File: src/hdl/sfd_pkg.sv
// Shared types, constants and the record length table for the sensor frame deframer.
// Used by sfd_parser, sfd_result_fifo and sensor_frame_deframer.
package sfd_pkg;

	localparam logic [7:0] MARKER_BYTE = 8'hFF;

	// Result kinds.
	localparam logic KIND_FRAME  = 1'b0;
	localparam logic KIND_REJECT = 1'b1;

	// Result queue geometry.
	localparam int FIFO_DEPTH = 4;
	localparam int FIFO_PTR_W = $clog2(FIFO_DEPTH);
	localparam int FIFO_CNT_W = $clog2(FIFO_DEPTH + 1);

	typedef struct packed {
		logic       kind;
		logic [7:0] out_byte;
		logic [4:0] byte_index;
		logic [7:0] record_type;
		logic       frame_last;
		logic       checksum_ok;
		logic       ack_request;
	} sfd_result_t;

	// Up to two results are produced per stream byte.
	typedef struct packed {
		logic [1:0]  cnt;
		sfd_result_t res0;
		sfd_result_t res1;
	} sfd_push_t;

	// Frame length for each known record type; zero marks an unknown type.
	function automatic logic [4:0] frame_length_of(input logic [7:0] rec_type);
		logic [4:0] len;
		begin
			case (rec_type)
				8'h41: len = 5'd17;
				8'h42: len = 5'd12;
				8'h44: len = 5'd7;
				8'h46: len = 5'd8;
				8'h47: len = 5'd6;
				8'h48: len = 5'd11;
				8'h60: len = 5'd12;
				default: len = 5'd0;
			endcase
			return len;
		end
	endfunction

endpackage

File: src/hdl/sfd_parser.sv
// Input register and frame parsing state machine of the sensor frame deframer.
// Depends on sfd_pkg for the result types and the length table.
module sfd_parser import sfd_pkg::*; (
	input  logic       clk,
	input  logic       arst_n,
	input  logic       rx_valid,
	input  logic [7:0] rx_byte,
	output logic       rx_stall,
	input  logic       room,
	output sfd_push_t  push
);

	localparam logic [1:0] PH_HUNT = 2'd0;
	localparam logic [1:0] PH_SKIP = 2'd1;
	localparam logic [1:0] PH_TYPE = 2'd2;
	localparam logic [1:0] PH_BODY = 2'd3;

	logic        in_valid_s1;
	logic [7:0]  in_byte_s1;
	logic [1:0]  phase_q;
	logic [7:0]  header_byte_q;
	logic [7:0]  current_type_q;
	logic [4:0]  frame_length_q;
	logic [4:0]  byte_count_q;
	logic [11:0] running_sum_q;
	logic [7:0]  trailer_low_q;

	logic        advance;
	logic [4:0]  type_len;
	logic [5:0]  idx_plus1;
	logic [5:0]  idx_plus2;
	logic        body_last;
	logic        sum_match;

	assign advance  = in_valid_s1 & room;
	assign rx_stall = in_valid_s1 & ~room;

	assign type_len  = frame_length_of(in_byte_s1);
	assign idx_plus1 = {1'b0, byte_count_q} + 6'd1;
	assign idx_plus2 = {1'b0, byte_count_q} + 6'd2;
	assign body_last = idx_plus1 >= {1'b0, frame_length_q};
	assign sum_match = {4'd0, running_sum_q} == {in_byte_s1, trailer_low_q};

	always_ff @(posedge clk or negedge arst_n) begin
		if (!arst_n) begin
			in_valid_s1 <= 1'b0;
		end else if (!rx_stall) begin
			in_valid_s1 <= rx_valid;
		end
	end

	always_ff @(posedge clk) begin
		if (rx_valid && !rx_stall) begin
			in_byte_s1 <= rx_byte;
		end
	end

	always_ff @(posedge clk or negedge arst_n) begin
		if (!arst_n) begin
			phase_q        <= PH_HUNT;
			header_byte_q  <= '0;
			current_type_q <= '0;
			frame_length_q <= '0;
			byte_count_q   <= '0;
			running_sum_q  <= '0;
			trailer_low_q  <= '0;
		end else if (advance) begin
			case (phase_q)
				PH_HUNT: begin
					if (in_byte_s1 == MARKER_BYTE) begin
						phase_q <= PH_SKIP;
					end
				end
				PH_SKIP: begin
					if (in_byte_s1 != MARKER_BYTE) begin
						header_byte_q <= in_byte_s1;
						phase_q       <= PH_TYPE;
					end
				end
				PH_TYPE: begin
					current_type_q <= in_byte_s1;
					if (type_len == 5'd0) begin
						phase_q <= PH_HUNT;
					end else begin
						frame_length_q <= type_len;
						byte_count_q   <= 5'd2;
						running_sum_q  <= {4'd0, header_byte_q} + {4'd0, in_byte_s1};
						phase_q        <= PH_BODY;
					end
				end
				default: begin
					if (body_last) begin
						phase_q <= PH_HUNT;
					end else begin
						// The second to last byte is the low half of the trailer.
						if (idx_plus2 == {1'b0, frame_length_q}) begin
							trailer_low_q <= in_byte_s1;
						end else begin
							running_sum_q <= running_sum_q + {4'd0, in_byte_s1};
						end
						byte_count_q <= idx_plus1[4:0];
					end
				end
			endcase
		end
	end

	always_comb begin
		push.cnt  = 2'd0;
		push.res0 = '0;
		push.res1 = '0;
		if (advance) begin
			case (phase_q)
				PH_TYPE: begin
					if (type_len == 5'd0) begin
						push.cnt              = 2'd1;
						push.res0.kind        = KIND_REJECT;
						push.res0.out_byte    = in_byte_s1;
						push.res0.byte_index  = 5'd1;
						push.res0.record_type = in_byte_s1;
						push.res0.frame_last  = 1'b1;
						push.res0.ack_request = 1'b1;
					end else begin
						push.cnt              = 2'd2;
						push.res0.kind        = KIND_FRAME;
						push.res0.out_byte    = header_byte_q;
						push.res0.byte_index  = 5'd0;
						push.res0.record_type = in_byte_s1;
						push.res1.kind        = KIND_FRAME;
						push.res1.out_byte    = in_byte_s1;
						push.res1.byte_index  = 5'd1;
						push.res1.record_type = in_byte_s1;
					end
				end
				PH_BODY: begin
					push.cnt              = 2'd1;
					push.res0.kind        = KIND_FRAME;
					push.res0.out_byte    = in_byte_s1;
					push.res0.byte_index  = byte_count_q;
					push.res0.record_type = current_type_q;
					push.res0.frame_last  = body_last;
					push.res0.checksum_ok = body_last & sum_match;
					push.res0.ack_request = body_last;
				end
				default: begin
					push.cnt = 2'd0;
				end
			endcase
		end
	end

endmodule

File: src/hdl/sfd_result_fifo.sv
// Small result queue that takes up to two results per cycle and delivers one per cycle while res_stall is low.
// Depends on sfd_pkg for the result types and queue geometry.
module sfd_result_fifo import sfd_pkg::*; (
	input  logic        clk,
	input  logic        arst_n,
	input  sfd_push_t   push,
	output logic        room,
	output logic        res_valid,
	input  logic        res_stall,
	output sfd_result_t res
);

	sfd_result_t           mem [FIFO_DEPTH];
	logic [FIFO_PTR_W-1:0] wr_ptr_q;
	logic [FIFO_PTR_W-1:0] rd_ptr_q;
	logic [FIFO_CNT_W-1:0] count_q;
	logic                  pop;
	logic [FIFO_PTR_W-1:0] wr_ptr_next;

	assign res_valid   = count_q != '0;
	assign pop         = res_valid & ~res_stall;
	assign res         = mem[rd_ptr_q];
	assign room        = count_q <= FIFO_CNT_W'(FIFO_DEPTH - 2);
	assign wr_ptr_next = wr_ptr_q + FIFO_PTR_W'(1);

	always_ff @(posedge clk) begin
		if (push.cnt != 2'd0) begin
			mem[wr_ptr_q] <= push.res0;
		end
		if (push.cnt == 2'd2) begin
			mem[wr_ptr_next] <= push.res1;
		end
	end

	always_ff @(posedge clk or negedge arst_n) begin
		if (!arst_n) begin
			wr_ptr_q <= '0;
			rd_ptr_q <= '0;
			count_q  <= '0;
		end else begin
			wr_ptr_q <= wr_ptr_q + FIFO_PTR_W'(push.cnt);
			if (pop) begin
				rd_ptr_q <= rd_ptr_q + FIFO_PTR_W'(1);
			end
			count_q <= count_q + FIFO_CNT_W'(push.cnt) - FIFO_CNT_W'(pop);
		end
	end

endmodule

File: src/hdl/sensor_frame_deframer.sv
// Sensor frame deframer: cuts marked, length-typed frames out of a byte stream.
// Instantiates sfd_parser and sfd_result_fifo; depends on sfd_pkg.
//
// Usage:
//   Input channel rx_valid/rx_stall/rx_byte carries one stream byte per
//   transaction. Output channel res_valid/res_stall carries one result per
//   transaction in the fields kind, out_byte, byte_index, record_type,
//   frame_last, checksum_ok and ack_request.
//   A byte is registered at acceptance and parsed from that register; its
//   results are written into a four-entry result queue and offered on the
//   outputs from there. One byte can be accepted every cycle while rx_stall
//   is low. The header byte yields no result, a known type byte two (header
//   and type), an unknown one a reject, and each later frame byte one, so
//   with res_stall low the queue drains at one result per cycle and a
//   sustained rate of one byte per cycle holds. When the receiver stalls,
//   the queue fills; once it holds more than two results the parse register
//   holds its byte and rx_stall rises until space returns. Results stay
//   stable while res_stall is high.
//   Reset empties the queue and the input register and returns the parser to
//   hunting for a marker byte.
module sensor_frame_deframer import sfd_pkg::*; (
	input  logic       clk,
	input  logic       arst_n,
	input  logic       rx_valid,
	output logic       rx_stall,
	input  logic [7:0] rx_byte,
	output logic       res_valid,
	input  logic       res_stall,
	output logic       kind,
	output logic [7:0] out_byte,
	output logic [4:0] byte_index,
	output logic [7:0] record_type,
	output logic       frame_last,
	output logic       checksum_ok,
	output logic       ack_request
);

	sfd_push_t   push;
	sfd_result_t res;
	logic        room;

	sfd_parser u_parser (
		.clk      (clk),
		.arst_n   (arst_n),
		.rx_valid (rx_valid),
		.rx_byte  (rx_byte),
		.rx_stall (rx_stall),
		.room     (room),
		.push     (push)
	);

	sfd_result_fifo u_fifo (
		.clk       (clk),
		.arst_n    (arst_n),
		.push      (push),
		.room      (room),
		.res_valid (res_valid),
		.res_stall (res_stall),
		.res       (res)
	);

	assign kind        = res.kind;
	assign out_byte    = res.out_byte;
	assign byte_index  = res.byte_index;
	assign record_type = res.record_type;
	assign frame_last  = res.frame_last;
	assign checksum_ok = res.checksum_ok;
	assign ack_request = res.ack_request;

endmodule

File: config.mk
export PLATFORM = sky130hd
export DESIGN_NAME = sensor_frame_deframer
export DESIGN_NICKNAME = d
export VERILOG_FILES = /design/src/hdl/sfd_pkg.sv /design/src/hdl/sfd_parser.sv /design/src/hdl/sfd_result_fifo.sv /design/src/hdl/sensor_frame_deframer.sv
export SDC_FILE = /design/constraint.sdc
export NUM_CORES = 1
export LEC_CHECK = 0
export ABC_AREA = 1
export BUFFER_PORTS_ARGS = -buffer_cell sky130_fd_sc_hd__buf_2
export CORE_ASPECT_RATIO = 1.5
export CORE_MARGIN = 2
export CORE_UTILIZATION = 56
export CTS_CLUSTER_DIAMETER = 40
export CTS_CLUSTER_SIZE = 10
export DETAILED_ROUTE_END_ITERATION = 6
export MAX_ROUTING_LAYER = met4
export PLACE_DENSITY_LB_ADDON = 0.25
export SETUP_SLACK_MARGIN = 0.1
export SLEW_MARGIN = 10
export SYNTH_ARGS = -nofsm -noshare
export SYNTH_HDL_FRONTEND = slang
export SYNTH_SLANG_ARGS = --single-unit
File: constraint.sdc
create_clock -name clk -period 4.9 [get_ports clk]
set_input_delay 1.225 -clock clk [delete_from_list [all_inputs] [get_ports clk]]
set_output_delay 1.225 -clock clk [all_outputs]
set_load 0.005 [all_outputs]
# Word level (Yosys, flattened, before mapping)
# Memory sizes are Yosys's and may differ from the RTL's.
# Index checks and enable logic that the tools add are counted.
# totals
latch_bits	0
mem_count	1
ram_bits	100
inputBits	12
reg_bits	64
rom_bits	0
# mem_list
memory	words	width	rd	rd_ports_with_merged_regs	write_ports	line_no	source
u_fifo.mem	4	25	1	0	2	sfd_result_fifo.sv:13	sfd_result_t mem [FIFO_DEPTH];
# op_classes
multipliers	0
muxes	26
add_sub_neg	9
magnitude_cmp	2
reduce_logical	17
div_mod_pow	0
shifts	0
n_eq_ne	20
n_bitwise	10
# ops
cell	count
8-bit by 7-bit equality test with 1-bit output, second input constant	7
49-bit two-way mux	1
23-bit one-hot mux with 2 select lines	1
21-bit two-way mux	2
12-bit two-way mux	3
5-bit one-hot mux with 6 select lines	1
24-bit two-way mux	1
12-bit one-hot mux with 2 select lines	1
12-bit by 16-bit equality test with 1-bit output	1
12-bit by 8-bit adder with 12-bit output	1
4-bit AND reduction	3
5-bit two-way mux	2
5-bit one-hot mux with 2 select lines	1
8-bit by 8-bit adder with 9-bit output	1
8-bit equality test, second input constant	1
2-bit two-way mux	4
8-bit inequality test, second input constant	1
5-bit by 1-bit adder with 6-bit output, second input constant	1
5-bit by 2-bit adder with 6-bit output, second input constant	1
2-bit equality test, second input constant	3
6-bit by 5-bit equality test with 1-bit output	1
6-bit by 5-bit >= comparator with 1-bit output	1
1-bit two-way mux	6
2-bit inequality test, second input constant	3
other kinds (24)	36

# Depth between registers and ports, before layout
# Gate-level depths: netlist of the first run.
# depth
word_depth	10
mapped_depth	16
depth_no_buf	15

# By module
# Synthesis of the first run repeated with hierarchy kept, for this count alone.
# hier_totals
hier_cells	1336
hier_area_um2	10347.4
# modules_own_cells
mod	instances	seq_area_each_um2	cells_per_inst	area_per_inst_um2
sfd_result_fifo	1	3178.0	711	5864.4
sfd_parser	1	1466.4	625	4483.0

# Worst setup path after synthesis of the first run
# Ideal clock, no wire load.
# synth_path
path_type	register to output
start	register u_fifo.rd_ptr_q[0]
end	output port byte_index[0]
t_required_ns	3.675
stages_incl_launch_ff	7
path_buffers	3
arrival_time_ns	1.305
slack_ns	2.370
cell_sequence	dfrtp_1 -> clkbuf_1 -> inv_1 -> clkbuf_1 -> clkbuf_1 -> nor2_1 -> o22ai_1
# synth_via
elab_chain_cells	1
# synth_lines
element	line_no	source
start: declaration	sfd_result_fifo.sv:15	logic [FIFO_PTR_W-1:0] rd_ptr_q;
start signal: assignment	sfd_result_fifo.sv:43	rd_ptr_q <= rd_ptr_q + FIFO_PTR_W'(1);
memory 4 x 25 bit	n/a	
end: declaration	sensor_frame_deframer.sv:31	output logic [4:0] byte_index,
# Every way passes these cells.

# Worst setup path in the final report of the first run
# layout_path
start	register u_fifo.rd_ptr_q[1]
end	output port ack_request
# layout_via
elab_chain_cells	1
# layout_lines
element	line_no	source
memory 4 x 25 bit	n/a	
end: declaration	sensor_frame_deframer.sv:35	output logic ack_request
# Every way passes these cells.

==> results of run 1 <==
[metal layers]
metal	wire length, um	vias to the layer above	part of all wire
li1	-	3811	-
met1	9060	3632	0.40
met2	11800	284	0.52
met3	1240	51	0.055
met4	718	0	0.031
met5	0	-	0
[cell type report]
class                           count  area (um^2)  area share
Clock buffer                       18          439      0.0445
Timing Repair Buffer               43          228      0.0231
Tap cell                          203          254      0.0258
Clock inverter                     14          159      0.0161
Inverter                          127          477      0.0483
Sequential cell                   160         4240       0.430
Multi-Input combinational cell    834         4060       0.412
[where the power goes]
| group | total [W] | internal [W] | switching, W |
|---|---|---|---|
| Clock | 0.00133 | 0.000702 | 0.000632 |
| Sequential | 0.00184 | 0.00161 | 0.000234 |
| Combinational | 0.00196 | 0.000666 | 0.00129 |
[through the flow]
step | total power (W) | worst slack (ns)
CTS | 0.00513 | 1.29
global placement | 0.00374 | 1.71
global route | 0.00547 | 1.09
floorplan | 0.00319 | 2.37
detailed placement | 0.00378 | 1.59
finish | 0.00513 | 1.27
[critical path, cell delays in order, from the launching register on]
cell and delay [ns]:
dfrtp_1 0.68, inv_1 0.73, o21ai_0 0.21, o22ai_1 0.20, buf_2 0.15
[kinds of logic after synthesis]
family          after synthesis  synth area share
compound gates              183             0.109
xor+xnor                     19            0.0185
fa+ha+maj                    29            0.0429
buf+inv                     170            0.0754
flops                       160             0.472
mux                           1           0.00111
simple gates                602             0.281
[cells in the final DEF (no fill, tap or decap), types with 2 or more instances in the layout]
cell type  count
o21a_1         3
nand2_1      395
nor2_4         7
buf_2         38
ha_1          26
nor2_2        11
o22ai_1       25
nand3_4        2
inv_6          3
clkinv_8       3
o21ai_1        4
o21ai_0      107
xnor2_1        7
dfxtp_1       28
a31oi_1        2
nand2_4        2
nand2_2        5
a21oi_1       34
nor2_1       103
buf_4          5
nand3_1       53
nand4_1       12
xor2_1        12
fa_1           3
inv_1        112
clkbuf_16     17
edfxtp_1      76
dfrtp_1       56
inv_8          6
nor3_1         7
o211ai_1       3
inv_2         15
a21o_1         2
o21bai_1       2
[worst max path at each step]
stage / start / endpoint / slack [ns] / cells after the start
global placement: u_parser.phase_q[0] / u_fifo.mem[1][5] / 1.71 / 8
CTS: u_fifo.rd_ptr_q[1] / ack_request / 1.29 / 4
global route: u_fifo.rd_ptr_q[1] / kind / 1.09 / 4
detailed placement: u_parser.phase_q[0] / u_fifo.mem[2][21] / 1.59 / 8
floorplan: u_fifo.rd_ptr_q[0] / byte_index[0] / 2.37 / 6
finish: u_fifo.rd_ptr_q[1] / ack_request / 1.27 / 4
[state kept, by name, indices dropped and copies added, names as in the netlist, 5 cells and up]
name                     cells
u_fifo.mem                  96
u_parser.byte_count_q        5
u_parser.current_type_q      8
u_parser.frame_length_q      5
u_parser.header_byte_q       8
u_parser.in_byte_s1          8
u_parser.running_sum_q      12
u_parser.trailer_low_q       8
==> reports/metrics.yaml, run 1 <==
status: "finished, final reports clean"
clk_pin_slew_ns: 0.07
antenna_found_initial: 0
whs_ns: 0.481
synth_enable_flop_cells: 76
grt_use_met3: 0.0348
num_io_pins: 39
port_buffers: 38
r2r_cells: 8
hold_start: "u_fifo.mem[0][1]"
h-tree-depth: 4
final.fill_count: 1398
setup_viol: 0
met1_usage: 0.338
grt_max_degree: 56
die_area_mm2: 0.0171
yosysSeqAreaShare: 0.472
syn_area_mm2: 0.00898
synth_common_cells: "nand2_1, inv_1, o21ai_0"
cts_made_buffers: 17
required_ns: 3.67
final_util: 0.628
dp_hpwl_mm: 16.2
netlist-cell-type-count: 40
fmax_ghz: 0.275
ys_ff_latch: 160
p_leak_nw: 4.87
hold_violations: 0
tightest_slew_ns: 0.909
r2r-start: "u_parser.phase_q[0]"
synth.area.top_cells: "edfxtp_1, nand2_1, dfrtp_1"
relSlewSlack: 0.393
ys_async_sr_fraction: 0.350
yosysMostFrequentCell: "nand2_1"
dpl_cell_area_mm2: 0.00926
grt.total_usage: 0.285
min_path_type: "flop to flop"
peakVddDrop_mv: 0.311
postRouteAntennaNets: 0
fin_area_mm2: 0.00986
grt_pass1_vias: 7446
r2r_end: "u_fifo.mem[1][17]"
post_cts_buffers: 0
dp.cells: 1367
fin_crit_sh: 0.741
grt-busiest-layer: "met2"
synth_area_leader_cell: "edfxtp_1"
skew_ns: 0.0112
ctsRootBufferMaster: "clkbuf_16"
cp_data_arrival_time_ns: 2.41
clk_latency_ns: 0.43
first_pass_iters: 5
clock-sinks: 160
drt_iter0_drc: 574
antennaDiodeCount: 0
grt_first_pass_wirelength_mm: 37.1
viasPerCell: 5.56
powerDensity_mw_per_mm2: 521
final_cells: 1399
maxCapViolCount: 0
final.min_clock_period_ns: 3.63
grt_overflow: 0
drc: 0
endpoint_kind: "output pin"
vias: 7778
die_y_um: 159
grtUsageMet2: 0.489
min_path_cells: 2
nets: 1224
slew_violations: 0
postCtsHoldBufs: 0
synth_top_area_frac: 0.254
timing.reg2reg.setup_slack_ns: 1.52
synth-main-ff-cell: "edfxtp_1"
gp_congestion: 0.965
max-clock-path-buffers: 2
worstSetupPathType: "flop to output pin"
core_area_mm2: 0.0157
worstPathMaxFanout: 25
worstHoldEndpoint: "u_fifo.mem[0][1]"
rsz0062_at_grt: "no"
tritoncts: "yes"
avgSynthCellArea_um2: 7.72
wire_per_inst_um: 16.3
cp-start-kind: "flop"
yosysWarningCount: 0
synthCells: 1164
rows: 56
synth_nets: 1205
die_w_um: 107
initial_core_util: 0.572
area_delta_synth_final_pct: 9.79
fin_setup_tns_ns: 0
post_cts_resized: 0
drive_gt1_frac: 0.100
wl_mm: 22.8
Power figures use the tool's default switching activity.
==> run 2, diff against run 1 <==
==> constraint.sdc (replaced) <==
create_clock -name clk -period 3.6 [get_ports clk]
set_input_delay 0.9 -clock clk [delete_from_list [all_inputs] [get_ports clk]]
set_output_delay 0.9 -clock clk [all_outputs]
set_load 0.005 [all_outputs]
==> run 2 against run 1 <==
Compared with the run above: sequential share of layout area down 0.39 points; first-iteration DRC count is 6.1% lower; via count up 0.85%; clock-buffer cell count unchanged; setup slack got worse by 0.69 ns; non-clock buffer count rose by 13; total power increased by 36%; clock power grew 33%; highest routed layer unchanged.
==> reports/metrics.yaml, run 2 (synthesis gave the netlist of run 1 again) <==
fin_crit_sh: 0.839
r2r-start: "u_parser.in_byte_s1[2]"
fmax_ghz: 0.331
final_common_cell: "nand2_1"
grtUsageMet2: 0.489
met1_usage: 0.331
postRouteAntennaNets: 0
min_path_type: "primary input to asynchronous set/reset pin"
post_cts_buffers: 0
grt.total_usage: 0.289
h-tree-depth: 4
grt-busiest-layer: "met2"
viasPerCell: 5.56
final_util: 0.634
antennaDiodeCount: 0
wl_mm: 23.0
maxCapViolCount: 0
ctsRootBufferMaster: "clkbuf_16"
wire_per_inst_um: 16.3
largest_register_ff_count: 96
area_delta_synth_final_pct: 10.8
status: "finished, final reports clean"
worstPathMaxFanout: 14
worstSetupPathType: "flop to flop"
cp_data_arrival_time_ns: 3.34
gp_congestion: 0.936
initial_core_util: 0.572
drt_iter0_drc: 539
nets: 1237
required_ns: 3.92
clk_pin_slew_ns: 0.07
grt_overflow: 0
grt_use_met3: 0.0454
drc: 0
final_cell_mix: "nand2_1, inv_1, o21ai_0, nor2_1, edfxtp_1"
final_cells: 1412
clock-sinks: 160
grt_pass1_vias: 7658
endpoint_kind: "flop"
grt_first_pass_wirelength_mm: 37.6
top_regs: "u_fifo.mem x96, u_parser.running_sum_q x12"
dp_hpwl_mm: 16.4
cts_made_buffers: 17
skew_ns: 0.0130
peakVddDrop_mv: 0.343
num_io_pins: 39
final.min_clock_period_ns: 3.02
drive_gt1_frac: 0.109
top_register: "u_fifo.mem"
dp.cells: 1380
antenna_found_initial: 0
worstSetupStartpoint: "u_parser.in_byte_s1[2]"
hold_violations: 0
tritoncts: "yes"
grt_max_degree: 51
fin_setup_tns_ns: 0
die_y_um: 159
powerDensity_mw_per_mm2: 704
die_w_um: 107
fin_ws_ns: 0.580
post_cts_resized: 0
p_leak_nw: 4.92
clk_latency_ns: 0.43
post-place-ws_ns: 0.626
port_buffers: 38
rsz0062_at_grt: "no"
tightest_slew_ns: 0.760
vias: 7844
rows: 56
postCtsHoldBufs: 0
first_pass_iters: 5
core_area_mm2: 0.0157
setup_viol: 0
cp-start-kind: "flop"
max-clock-path-buffers: 2
slew_violations: 0
relSlewSlack: 0.491
die_area_mm2: 0.0171
==> run 2: cell types whose count changed in the layout (fill, tap and decap cells not counted), moves of 2 or more <==
cell | before | now
clkinv_8 | 3 | 1
inv_8 | 6 | 1
clkinv_4 | 1 | 4
buf_4 | 5 | 17
clkinvlp_4 | 1 | 3
==> run 2: critical path: stages (launching register included) <==
cell,delay [ns]
edfxtp_1,0.75
inv_2,0.09
nand2_1,0.13
nor2_1,0.05
nand2_1,0.10
nand2_1,0.10
nor2_4,0.17
nand3_4,0.15
nand2_2,0.22
nand2_1,0.14
ha_1,0.30
inv_1,0.04
ha_1,0.18
fa_1,0.38
xnor2_1,0.14
==> run 2: area by class of cell <==
type,instances,area (um^2)
clock buffer,18,429
clock inverter,14,150
fill,1417,5740
inverter,127,477
multi-input combinational,834,4060
sequential,160,4240
tap,203,254
timing repair buffer,56,338
==> run 2: per-layer routing <==
metal,up-vias,part of all wire,wire length [um]
met2,289,0.52,11900
li1,3842,-,-
met1,3635,0.40,9110
met3,78,0.050,1160
met4,0,0.036,830
met5,-,0,0
==> run 2: final timing paths <==
path	slack [ns]	end	cells past startpoint
max	0.58	u_fifo.count_q[2]	14
min	0.34	u_parser.byte_count_q[1]	1
max reg2reg	0.58	u_fifo.count_q[2]	14
min in group clk	0.47	u_fifo.mem[1][2]	2
min reg2reg	0.47	u_fifo.mem[1][2]	2
max in group asynchronous	2.60	u_parser.header_byte_q[3]	2
==> run 2: power by group <==
group / internal [W] / switching [W] / total (W) / leakage [nW]
logic: 0.000950 / 0.00184 / 0.00279 / 2.97
registers: 0.00219 / 0.000254 / 0.00244 / 1.67
clock network: 0.000974 / 0.000791 / 0.00177 / 0.273
total: 0.00411 / 0.00289 / 0.00700 / 4.92
==> run 2: metrics by stage <==
| step | total power [W] | hold slack, ns | cell area [um^2] |
|---|---|---|---|
| 2_1_floorplan | 0.00434 | 0.439 | 8980 |
| 3_3_place_gp | 0.00519 | 0.451 | 9370 |
| 3_5_place_dp | 0.00523 | 0.455 | 9370 |
| 4_1_cts | 0.00700 | 0.340 | 9950 |
| 5_1_grt | 0.00746 | 0.338 | 9950 |
| 6_report | 0.00700 | 0.337 | 9950 |
